**config.mk**
```make
export PLATFORM = sky130hd
export DESIGN_NAME = record_sort_by_price_top
export DESIGN_NICKNAME = d
export VERILOG_FILES = /design/src/rtl/rsbp_pkg.sv /design/src/rtl/rsbp_ram.sv /design/src/rtl/rsbp_seq.sv /design/src/rtl/record_sort_by_price_top.sv
export SDC_FILE = /design/constraint.sdc
export NUM_CORES = 2
export LEC_CHECK = 0
export ABC_AREA = 1
export BUFFER_PORTS_ARGS = -buffer_cell sky130_fd_sc_hd__buf_4
export CORE_ASPECT_RATIO = 1.25
export CORE_UTILIZATION = 60
export CTS_CLUSTER_SIZE = 16
export DETAILED_ROUTE_END_ITERATION = 12
export MAX_ROUTING_LAYER = met4
export PLACE_DENSITY = 0.78
export SLEW_MARGIN = 20
export SYNTH_ARGS = -nofsm -noshare
export SYNTH_HDL_FRONTEND = slang
export SYNTH_SLANG_ARGS = --single-unit
```
**constraint.sdc**
```tcl
create_clock -name clk -period 15.4 [get_ports clk]
set_input_delay 2.31 -clock clk [delete_from_list [all_inputs] [get_ports clk]]
set_output_delay 2.31 -clock clk [all_outputs]
set_load 0.01 [all_outputs]
```
**src/rtl/rsbp_pkg.sv**
```systemverilog
// Shared definitions for the price-sorting record block.
// Holds sizes, the sequencer state type and the sequencer-to-datapath control bundle.
// No dependencies.
package rsbp_pkg;

  localparam int MAX_RECORDS = 64;
  localparam int PRICE_W     = 24;
  localparam int POS_W       = 6;
  localparam int IDX_W       = $clog2(MAX_RECORDS);
  localparam int CNT_W       = $clog2(MAX_RECORDS + 1);
  localparam int WORD_W      = IDX_W + PRICE_W;

  typedef enum logic [2:0] {
    ST_IDLE,
    ST_RD_I,
    ST_LD_I,
    ST_CMP,
    ST_WB_I,
    ST_OUT
  } rsbp_state_t;

  // Control bundle from the sequencer to the datapath.
  typedef struct packed {
    logic             wr_load;
    logic             ld_cur;
    logic             cmp;
    logic             wb_i;
    logic             rd_en;
    logic [IDX_W-1:0] rd_addr;
    logic [IDX_W-1:0] wr_addr;
    logic             emit;
    logic             emit_last;
  } rsbp_ctl_t;

endpackage

```
**src/rtl/rsbp_ram.sv**
```systemverilog
// Generic single-write, single-read RAM with a registered read port.
// Stores the record file (load position and price). No dependencies.
module rsbp_ram #(
  parameter int DEPTH  = 64,
  parameter int WIDTH  = 30,
  parameter int ADDR_W = $clog2(DEPTH)
) (
  input  logic              clk,
  input  logic              we,
  input  logic [ADDR_W-1:0] wr_addr,
  input  logic [WIDTH-1:0]  wr_data,
  input  logic              re,
  input  logic [ADDR_W-1:0] rd_addr,
  output logic [WIDTH-1:0]  rd_data
);

  logic [WIDTH-1:0] mem [DEPTH];

  // Write port.
  always_ff @(posedge clk) begin
    if (we) begin
      mem[wr_addr] <= wr_data;
    end
  end

  // Registered read port; the data holds while no read is issued.
  always_ff @(posedge clk) begin
    if (re) begin
      rd_data <= mem[rd_addr];
    end
  end

endmodule

```
**src/rtl/rsbp_seq.sv**
```systemverilog
// Sequencer for the price-sorting record block: load counter, sort loop
// indexes and output walk. Depends on rsbp_pkg.
module rsbp_seq (
  input  logic              clk,
  input  logic              rst,
  input  logic              start,
  input  logic              last_record,
  input  logic              swap,
  output logic              busy,
  output rsbp_pkg::rsbp_ctl_t ctl
);

  rsbp_pkg::rsbp_state_t state, state_next;
  logic [rsbp_pkg::CNT_W-1:0] count, count_next;
  logic [rsbp_pkg::IDX_W-1:0] i, i_next;
  logic [rsbp_pkg::IDX_W-1:0] j, j_next;
  logic [rsbp_pkg::CNT_W-1:0] k, k_next;
  logic emit, emit_next;
  logic emit_last, emit_last_next;
  logic room;
  logic j_end;
  logic i_more;
  logic k_end;
  logic [rsbp_pkg::CNT_W-1:0] n_loaded;

  // Loop conditions derived from the counters.
  assign room     = count < rsbp_pkg::CNT_W'(rsbp_pkg::MAX_RECORDS);
  assign n_loaded = room ? count + rsbp_pkg::CNT_W'(1) : count;
  assign j_end    = (rsbp_pkg::CNT_W'(j) + rsbp_pkg::CNT_W'(1)) == count;
  assign i_more   = (rsbp_pkg::CNT_W'(i) + rsbp_pkg::CNT_W'(2)) < count;
  assign k_end    = (k + rsbp_pkg::CNT_W'(1)) == count;

  // Next state and counter updates.
  always_comb begin
    state_next     = state;
    count_next     = count;
    i_next         = i;
    j_next         = j;
    k_next         = k;
    emit_next      = 1'b0;
    emit_last_next = 1'b0;
    case (state)
      rsbp_pkg::ST_IDLE: begin
        if (start) begin
          count_next = n_loaded;
          if (last_record) begin
            i_next = '0;
            k_next = '0;
            if (n_loaded < rsbp_pkg::CNT_W'(2)) begin
              state_next = rsbp_pkg::ST_OUT;
            end else begin
              state_next = rsbp_pkg::ST_RD_I;
            end
          end
        end
      end
      rsbp_pkg::ST_RD_I: begin
        state_next = rsbp_pkg::ST_LD_I;
      end
      rsbp_pkg::ST_LD_I: begin
        j_next     = i + rsbp_pkg::IDX_W'(1);
        state_next = rsbp_pkg::ST_CMP;
      end
      rsbp_pkg::ST_CMP: begin
        if (j_end) begin
          state_next = rsbp_pkg::ST_WB_I;
        end else begin
          j_next = j + rsbp_pkg::IDX_W'(1);
        end
      end
      rsbp_pkg::ST_WB_I: begin
        if (i_more) begin
          i_next     = i + rsbp_pkg::IDX_W'(1);
          state_next = rsbp_pkg::ST_RD_I;
        end else begin
          k_next     = '0;
          state_next = rsbp_pkg::ST_OUT;
        end
      end
      rsbp_pkg::ST_OUT: begin
        emit_next      = 1'b1;
        emit_last_next = k_end;
        k_next         = k + rsbp_pkg::CNT_W'(1);
        if (k_end) begin
          count_next = '0;
          state_next = rsbp_pkg::ST_IDLE;
        end
      end
      default: begin
        state_next = rsbp_pkg::ST_IDLE;
      end
    endcase
  end

  // Control outputs to the datapath.
  always_comb begin
    busy          = state != rsbp_pkg::ST_IDLE;
    ctl.wr_load   = 1'b0;
    ctl.ld_cur    = 1'b0;
    ctl.cmp       = 1'b0;
    ctl.wb_i      = 1'b0;
    ctl.rd_en     = 1'b0;
    ctl.rd_addr   = '0;
    ctl.wr_addr   = '0;
    ctl.emit      = emit;
    ctl.emit_last = emit_last;
    case (state)
      rsbp_pkg::ST_IDLE: begin
        ctl.wr_load = start && room;
        ctl.wr_addr = count[rsbp_pkg::IDX_W-1:0];
      end
      rsbp_pkg::ST_RD_I: begin
        ctl.rd_en   = 1'b1;
        ctl.rd_addr = i;
      end
      rsbp_pkg::ST_LD_I: begin
        ctl.ld_cur  = 1'b1;
        ctl.rd_en   = 1'b1;
        ctl.rd_addr = i + rsbp_pkg::IDX_W'(1);
      end
      rsbp_pkg::ST_CMP: begin
        ctl.cmp     = 1'b1;
        ctl.wr_addr = j;
        ctl.rd_en   = !j_end;
        ctl.rd_addr = j + rsbp_pkg::IDX_W'(1);
      end
      rsbp_pkg::ST_WB_I: begin
        ctl.wb_i    = 1'b1;
        ctl.wr_addr = i;
      end
      rsbp_pkg::ST_OUT: begin
        ctl.rd_en   = 1'b1;
        ctl.rd_addr = k[rsbp_pkg::IDX_W-1:0];
      end
      default: begin
        ctl.rd_en = 1'b0;
      end
    endcase
  end

  // State and counter registers.
  always_ff @(posedge clk) begin
    if (rst) begin
      state     <= rsbp_pkg::ST_IDLE;
      count     <= '0;
      i         <= '0;
      j         <= '0;
      k         <= '0;
      emit      <= 1'b0;
      emit_last <= 1'b0;
    end else begin
      state     <= state_next;
      count     <= count_next;
      i         <= i_next;
      j         <= j_next;
      k         <= k_next;
      emit      <= emit_next;
      emit_last <= emit_last_next;
    end
  end

  // The file never holds more than its capacity.
  a_count_cap: assert property (@(posedge clk) disable iff (rst)
    count <= rsbp_pkg::CNT_W'(rsbp_pkg::MAX_RECORDS))
    else $error("record count above capacity");

  // Inner index stays above the outer index and inside the loaded set.
  a_j_range: assert property (@(posedge clk) disable iff (rst)
    (state == rsbp_pkg::ST_CMP) |->
      (j > i) && (rsbp_pkg::CNT_W'(j) < count))
    else $error("inner sort index out of range");

  // A swap write never lands on the entry being read next.
  a_no_rw_clash: assert property (@(posedge clk) disable iff (rst)
    (ctl.cmp && swap && ctl.rd_en) |-> (ctl.wr_addr != ctl.rd_addr))
    else $error("write and read address collide");

  // The final beat is always followed by a return to idle.
  a_last_idle: assert property (@(posedge clk) disable iff (rst)
    (state == rsbp_pkg::ST_OUT && k_end) |=> (state == rsbp_pkg::ST_IDLE))
    else $error("output walk did not end in idle");

endmodule

```
**src/rtl/record_sort_by_price_top.sv**
```systemverilog
// Top level of the price-sorting record block: record file, held entry
// register and shared compare unit. Depends on rsbp_pkg, rsbp_ram and rsbp_seq.
//
//  channel   handshake                 payload
//  input     start / busy              price_cents, last_record
//  result    result_strobe (no stall)  record_position, price_out, final_result
//
// Records are loaded while the block is idle. The set then sorts with one
// compare per cycle within each pass on the single compare unit fed by the single
// read port of the record file; results follow one per cycle.
// busy is high from the accepted last record until the final beat is on the ports.
// rst is synchronous and clears the count and sequencer; file contents are kept.
// The receiver cannot stall: each result beat is valid for exactly one cycle.
module record_sort_by_price_top (
  input  logic                         clk,
  input  logic                         rst,
  input  logic                         start,
  output logic                         busy,
  input  logic [rsbp_pkg::PRICE_W-1:0] price_cents,
  input  logic                         last_record,
  output logic                         result_strobe,
  output logic [rsbp_pkg::POS_W-1:0]   record_position,
  output logic [rsbp_pkg::PRICE_W-1:0] price_out,
  output logic                         final_result
);

  rsbp_pkg::rsbp_ctl_t ctl;
  logic [rsbp_pkg::WORD_W-1:0] rd_data;
  logic [rsbp_pkg::WORD_W-1:0] wr_data;
  logic [rsbp_pkg::WORD_W-1:0] cur;
  logic                        we;
  logic                        swap;

  rsbp_seq u_seq (
    .clk         (clk),
    .rst         (rst),
    .start       (start),
    .last_record (last_record),
    .swap        (swap),
    .busy        (busy),
    .ctl         (ctl)
  );

  // Shared compare unit: held entry strictly above the entry just read.
  assign swap = cur[rsbp_pkg::PRICE_W-1:0] > rd_data[rsbp_pkg::PRICE_W-1:0];

  // Write selection: a new record on load, otherwise the held entry.
  assign we      = ctl.wr_load || ctl.wb_i || (ctl.cmp && swap);
  assign wr_data = ctl.wr_load ? {ctl.wr_addr, price_cents} : cur;

  rsbp_ram #(
    .DEPTH (rsbp_pkg::MAX_RECORDS),
    .WIDTH (rsbp_pkg::WORD_W)
  ) u_ram (
    .clk     (clk),
    .we      (we),
    .wr_addr (ctl.wr_addr),
    .wr_data (wr_data),
    .re      (ctl.rd_en),
    .rd_addr (ctl.rd_addr),
    .rd_data (rd_data)
  );

  // Held entry i: loaded at the start of each pass, replaced on every swap.
  always_ff @(posedge clk) begin
    if (ctl.ld_cur || (ctl.cmp && swap)) begin
      cur <= rd_data;
    end
  end

  // Result beat comes straight from the registered read data.
  assign result_strobe   = ctl.emit;
  assign final_result    = ctl.emit_last;
  assign price_out       = rd_data[rsbp_pkg::PRICE_W-1:0];
  assign record_position =
    rsbp_pkg::POS_W'(rd_data[rsbp_pkg::WORD_W-1:rsbp_pkg::PRICE_W]);

  // Results only appear while the block is busy or on its final beat.
  a_strobe_busy: assert property (@(posedge clk) disable iff (rst)
    (result_strobe && !final_result) |-> busy)
    else $error("result beat outside of an output run");

  // The final beat closes the run.
  a_final_closes: assert property (@(posedge clk) disable iff (rst)
    (result_strobe && final_result) |=> !result_strobe)
    else $error("result beat after the final beat");

  // A flagged final beat is never shown without its strobe.
  a_final_strobe: assert property (@(posedge clk) disable iff (rst)
    final_result |-> result_strobe)
    else $error("final flag without strobe");

endmodule

```
-- Word-level counts from Yosys, hierarchy flattened
Memories as Yosys holds them, arrays and structs flattened. A register that Yosys moved wholly into a read port is not among the register bits.
Cells that the tools add are included.
- memory bits (writable): 1920
- word-level logic and storage cells: 85
- bits in registers: 61
- bits of input ports: 28
- memories kept: 1
- memory list (name ; words ; bits a word ; rd ports ; clocked after memory_dff ; write ports ; line ; source):
    u_ram.mem ; 64 ; 30 ; 1 ; 1 ; 1 ; rsbp_ram.sv:17 ; logic [WIDTH-1:0] mem [DEPTH];
- bitwise logic cells: 1
- reductions and logical operators: 19
- add/sub/neg operators: 6
- eq/ne operators: 14
- muxes and demuxes: 32
- order comparisons: 4
- operator list (kind ; number):
    7-bit two-way mux ; 6
    30-bit two-way mux ; 1
    24-bit > comparator ; 1
    6-bit two-way mux ; 4
    6-bit one-hot mux with 2 select lines ; 2
    6-bit one-hot mux with 4 select lines ; 1
    7-bit one-hot mux with 3 select lines ; 1
    3-bit two-way mux ; 6
    3-bit one-hot mux with 6 select lines ; 1
    6-bit one-hot mux with 3 select lines ; 1
    7-bit by 1-bit adder with 7-bit output, second input constant ; 2
    7-bit equality test ; 2
    7-bit one-hot mux with 2 select lines ; 1
    6-bit by 1-bit adder with 6-bit output, second input constant ; 2
    4-bit AND reduction ; 3
    2-bit inequality test, second input constant ; 4
    6-bit by 1-bit adder with 7-bit output, second input constant ; 1
    6-bit by 2-bit adder with 7-bit output, second input constant ; 1
    7-bit by 2-bit less-than comparator with 1-bit output, second input constant ; 1
    7-bit less-than comparator ; 1
    7-bit less-than comparator, second input constant ; 1
    1-bit two-way mux ; 7
    3-bit by 2-bit equality test with 1-bit output, second input constant ; 2
    3-bit equality test, second input constant ; 2
    other kinds (14) ; 22

-- Depth between registers and ports, before layout
- depth after elaboration: 7
- depth in mapped cells: 17
- depth with buffers taken out: 15

-- Cells and area by module
Synthesis repeated with hierarchy kept, for this count alone.
- cells, all modules: 7095
- area total of the unflattened synthesis: 82958.3 sq um
- by module, submodules not included (module ; times used ; cells each ; area an instance (sq um)):
    rsbp_ram ; 1 ; 6514 ; 78430.2
    rsbp_seq ; 1 ; 398 ; 2539.9
    record_sort_by_price_top ; 1 ; 183 ; 1988.2

-- Worst setup path after synthesis
OpenSTA, ideal clock, no wires.
- path kind: input -> register
- start point: input port start
- end point: memory u_ram.mem[0][28], data pin
- data required time: 14698 ps
- path slack: 9075 ps
- library setup time: 702 ps
- stages on the path: 7
- arrival time: 5624 ps
- cells stage by stage: inv_1 > nor2_4 > inv_2 > nor2_8 > clkinv_1 > buf_2 > o21ai_0
- longest elaborated chain between the ends: 3
- ends and longest elaborated chain (item ; line ; source):
    start: declaration ; record_sort_by_price_top.sv:17 ; input logic start,
    1-bit logical AND ; rsbp_seq.sv:109 ; ctl.wr_load = start && room;
    1-bit two-way mux ; rsbp_seq.sv:107 ; case (state)
    30-bit two-way mux ; record_sort_by_price_top.sv:49 ; assign wr_data = ctl.wr_load ? {ctl.wr_addr, price_cents} : cur;
    net u_ram.wr_data[28] ; rsbp_ram.sv:11 ; input logic [WIDTH-1:0] wr_data,
    end: declaration ; rsbp_ram.sv:17 ;
The timed path passes the listed nets, and every way through them passes these cells.

-- Final worst setup path
- start point: register u_seq.state[2]
- end point: register u_ram.rd_data[17], read port of u_ram.mem, data pin
- longest elaborated chain between the ends: 3
- elaborated cells between the ends (all ways): 7
- those cells by class: eq/ne: 4; mux: 2; reduce/logical: 1
- ends and longest elaborated chain (item ; line ; source):
    start: declaration ; rsbp_seq.sv:13 ; rsbp_pkg::rsbp_state_t state, state_next;
    start signal: assignment ; rsbp_seq.sv:144 ; state <= rsbp_pkg::ST_IDLE;
    start signal: assignment ; rsbp_seq.sv:152 ; state <= state_next;
    3-bit by 1-bit equality test with 1-bit output, or another cell as far along ; rsbp_seq.sv:107 ;
    3-bit OR reduction (no line) ; -- ;
    1-bit one-hot mux with 2 select lines ; rsbp_seq.sv:107 ;
    end: declaration ; rsbp_ram.sv:14 ; output logic [WIDTH-1:0] rd_data
Several ways; a longest one is shown, not always the timed one.
A chain may end at the register's enable or synchronous reset.

==> impl_metrics.toml <==
[sta]
clock_skew_ns = 0.0286
finalSetupViolations = 0
fmax_mhz = 160
worstMarginPinSlew_ns = 1.21
fin_setup_tns_ns = 0
hold_violations = 0
rsz0062_at_grt = "false"
drv_slew = 0
finalCritPeriodShare_pct = 40.5
maxSlewHeadroom_pct = 19.5
hold-worst-slack_ns = 0.505
period_needed_ns = 6.24

[synthesis]
netlist_top_cells_area = "edfxtp_1 68%, nand2_1 10%, nand3_1 9.4%"
synth_top_area_share_pct = 67.6
synth-seq-cells = 2011
avgSynthCellArea_um2 = 10.4
synth.distinct_cells = 41
yosys.area.top_type = "edfxtp_1"
ys_dominant_reg_cell = "edfxtp_1"
syn-cell-area_um2 = 88000
synth_nets = 8547
ys_warn_count = 0
synth-edff-count = 1980
netlist_instances = 8484
async_reset_ff_share_pct = 0
synth.yosys.seq_area_share_pct = 68.3

[finish]
layout_common_cells = "2389 x nand2_1, 1980 x edfxtp_1, 1648 x nand3_1, 1553 x inv_1, 198 x buf_4"
layout-drive-gt1-share_pct = 6.94
finalNetCount = 8505
finalInstanceArea_um2 = 96500
final_common_cell = "nand2_1"
fin_util_pct = 66.5
area_growth_pct = 9.65
stdcell_count = 10500

[setup_path]
start_kind = "register"
worst_ep_required_time_ns = 15.98
r2r-start = "u_seq.state[2]$_SDFFE_PP0P_"
arrival_ns = 6.82
regToRegEndpoint = "u_ram.rd_data[17]$_DFFE_PP_"
setup.worst_path.end = "u_ram.rd_data[17]$_DFFE_PP_"
path_class = "reg -> reg"
r2r_slack_ns = 9.16
path_max_fanout = 98
cp-startpoint = "u_seq.state[2]$_SDFFE_PP0P_"
worst_setup_path_end_kind = "register"
rr_worst_depth = 15

[clock_network]
cts_inserted_buffers = 184
htree_levels = 4
clkLatencyLatePin_ns = 0.84
clk_pin_slew_worst_paths_ns = 0.07
root_buffer = "clkbuf_16"
post_cts_buffers = 0
ctsHoldBuffers = 0
cts_tree = "built"
cts.repair.resized = 0
clock_sinks = 2011
clockBufferDepth = 3

[grt]
grt_usage_pct = 35.4
grt_pass1_vias = 60500
grt_pass1_wl_mm = 372
grt_max_degree = 204
grt_overflow = 0
antenna_found_initial = 8

[route]
via_count = 62600
first_pass_iters = 6
wl_met3_mm = 31.4
post_drt_wl_per_cell_um = 24.2
dr_wl_met2_mm = 118
ant_nets = 0
via_per_inst = 5.96
drc = 0
routed_wl_mm = 254
wl_met1_mm = 85.2
drt_iter0_drc = 9295
routed.top_layer = "met4"

[run]
drv_cap = 0

[floorplan]
dieArea_um2 = 148000
num_rows = 156
core_region_area_um2 = 145000
ios = 61
die_w_um = 344
initial_utilization_pct = 60.7
die_h_um = 430

[place]
dp_cells = 10200
place_congestion = 1.00
numPortBuffers = 60
dpl_cell_area_um2 = 90500
dp_hpwl_mm = 137

[outcome]
outcome = "finished clean"

[power]
powerDensity_nw_per_um2 = 166
p_leak_nw = 40.3
ir_worst_vdd_uv = 311

[min_path]
hold_path_class = "reg -> reg"
==> cell usage after synthesis, types with 2 or more instances <==
cell,instances
nor2_1,137
o21ai_0,26
o211ai_1,63
nand2_2,3
ha_1,35
or2_2,4
buf_1,28
dfxtp_1,31
nand4_1,12
buf_4,34
xnor2_1,4
o22ai_1,3
buf_2,273
edfxtp_1,1980
inv_1,1554
a22oi_1,3
o21bai_1,33
xor2_1,15
nor2_2,5
buf_6,4
inv_2,13
nor3_2,4
nor3_1,8
clkbuf_1,93
nand3_1,1648
nand2_1,2414
a21oi_1,42
nor2_4,2
==> cell type report <==
| type | count | area, um^2 |
|---|---|---|
| Clock buffer | 220 | 4870 |
| Timing Repair Buffer | 205 | 1620 |
| Inverter | 1568 | 5900 |
| Antenna cell | 6 | 15.0 |
| Tap cell | 1896 | 2370 |
| Multi-Input combinational cell | 4472 | 20500 |
| Sequential cell | 2011 | 60100 |
| Clock inverter | 116 | 1060 |
| Fill cell | 10200 | 48600 |
==> report_power, final <==
part | internal (mW) | total, mW | switching (mW)
combinational | 0.946 | 4.25 | 3.30
sequential | 7.02 | 7.19 | 0.166
clock | 2.55 | 4.58 | 2.02
total | 10.5 | 16.0 | 5.49
==> sequential cells by signal, summed over array words and instances (netlist names) <==
name	flops
cur	30
u_ram.mem	1920
u_seq.emit_last	1
u_seq.j	6
u_seq.count	7
u_seq.i	6
u_seq.k	7
u_ram.rd_data	30
u_seq.emit	1
u_seq.state	3
==> worst min-delay path by stage <==
| stage | start | end | cells past startpoint |
|---|---|---|---|
| 3_5_place_dp | u_seq.j[5]$_SDFFE_PP0P_ | u_seq.j[5]$_SDFFE_PP0P_ | 2 |
| 5_1_grt | u_seq.i[5]$_SDFFE_PP0P_ | u_seq.i[5]$_SDFFE_PP0P_ | 2 |
| 6_report | u_seq.i[5]$_SDFFE_PP0P_ | u_seq.i[5]$_SDFFE_PP0P_ | 2 |
| 4_1_cts | u_seq.j[5]$_SDFFE_PP0P_ | u_seq.j[5]$_SDFFE_PP0P_ | 2 |
| 3_3_place_gp | u_seq.j[5]$_SDFFE_PP0P_ | u_seq.j[5]$_SDFFE_PP0P_ | 2 |
| 2_1_floorplan | u_seq.j[5]$_SDFFE_PP0P_ | u_seq.j[5]$_SDFFE_PP0P_ | 2 |
==> worst max-delay path, cell delays in order (launching register included) <==
cell     delay (ns)
dfxtp_1        0.45
nor2_2         0.16
nand2_1        0.13
nand2_2        0.05
buf_4          0.29
nor2_4         0.80
buf_4          0.94
buf_4          0.67
buf_4          0.89
nand2_1        0.13
nand3_1        0.14
nand3_1        0.10
nand3_1        0.11
nand3_1        0.39
nand3_1        0.47
nand2_1        0.10
==> kinds of logic after synthesis <==
group,synth area share [%]
xor gates and xnor gates,0.189
AOI/OAI and AO/OA,1.32
adders and majority gates,0.498
buffers and inverters,9.12
and+or+nand+nor,20.6
DFF,68.3
==> per-layer routing <==
| metal | vias up | global-route usage (%) |
|---|---|---|
| li1 | 27600 | - |
| met1 | 29500 | 42.4 |
| met2 | 4543 | 53.8 |
| met3 | 911 | 7.67 |
| met4 | 0 | 24.3 |
| met5 | - | - |
==> metrics by stage <==
stage / worst slack [ns] / power, mW
after floorplan: 9.07 / 9.80
after global placement: 9.45 / 11.2
after detailed placement: 9.36 / 11.4
after CTS: 9.38 / 15.9
after global routing: 8.86 / 16.5
final: 9.16 / 16.0
Power figures use the tool's default switching activity.
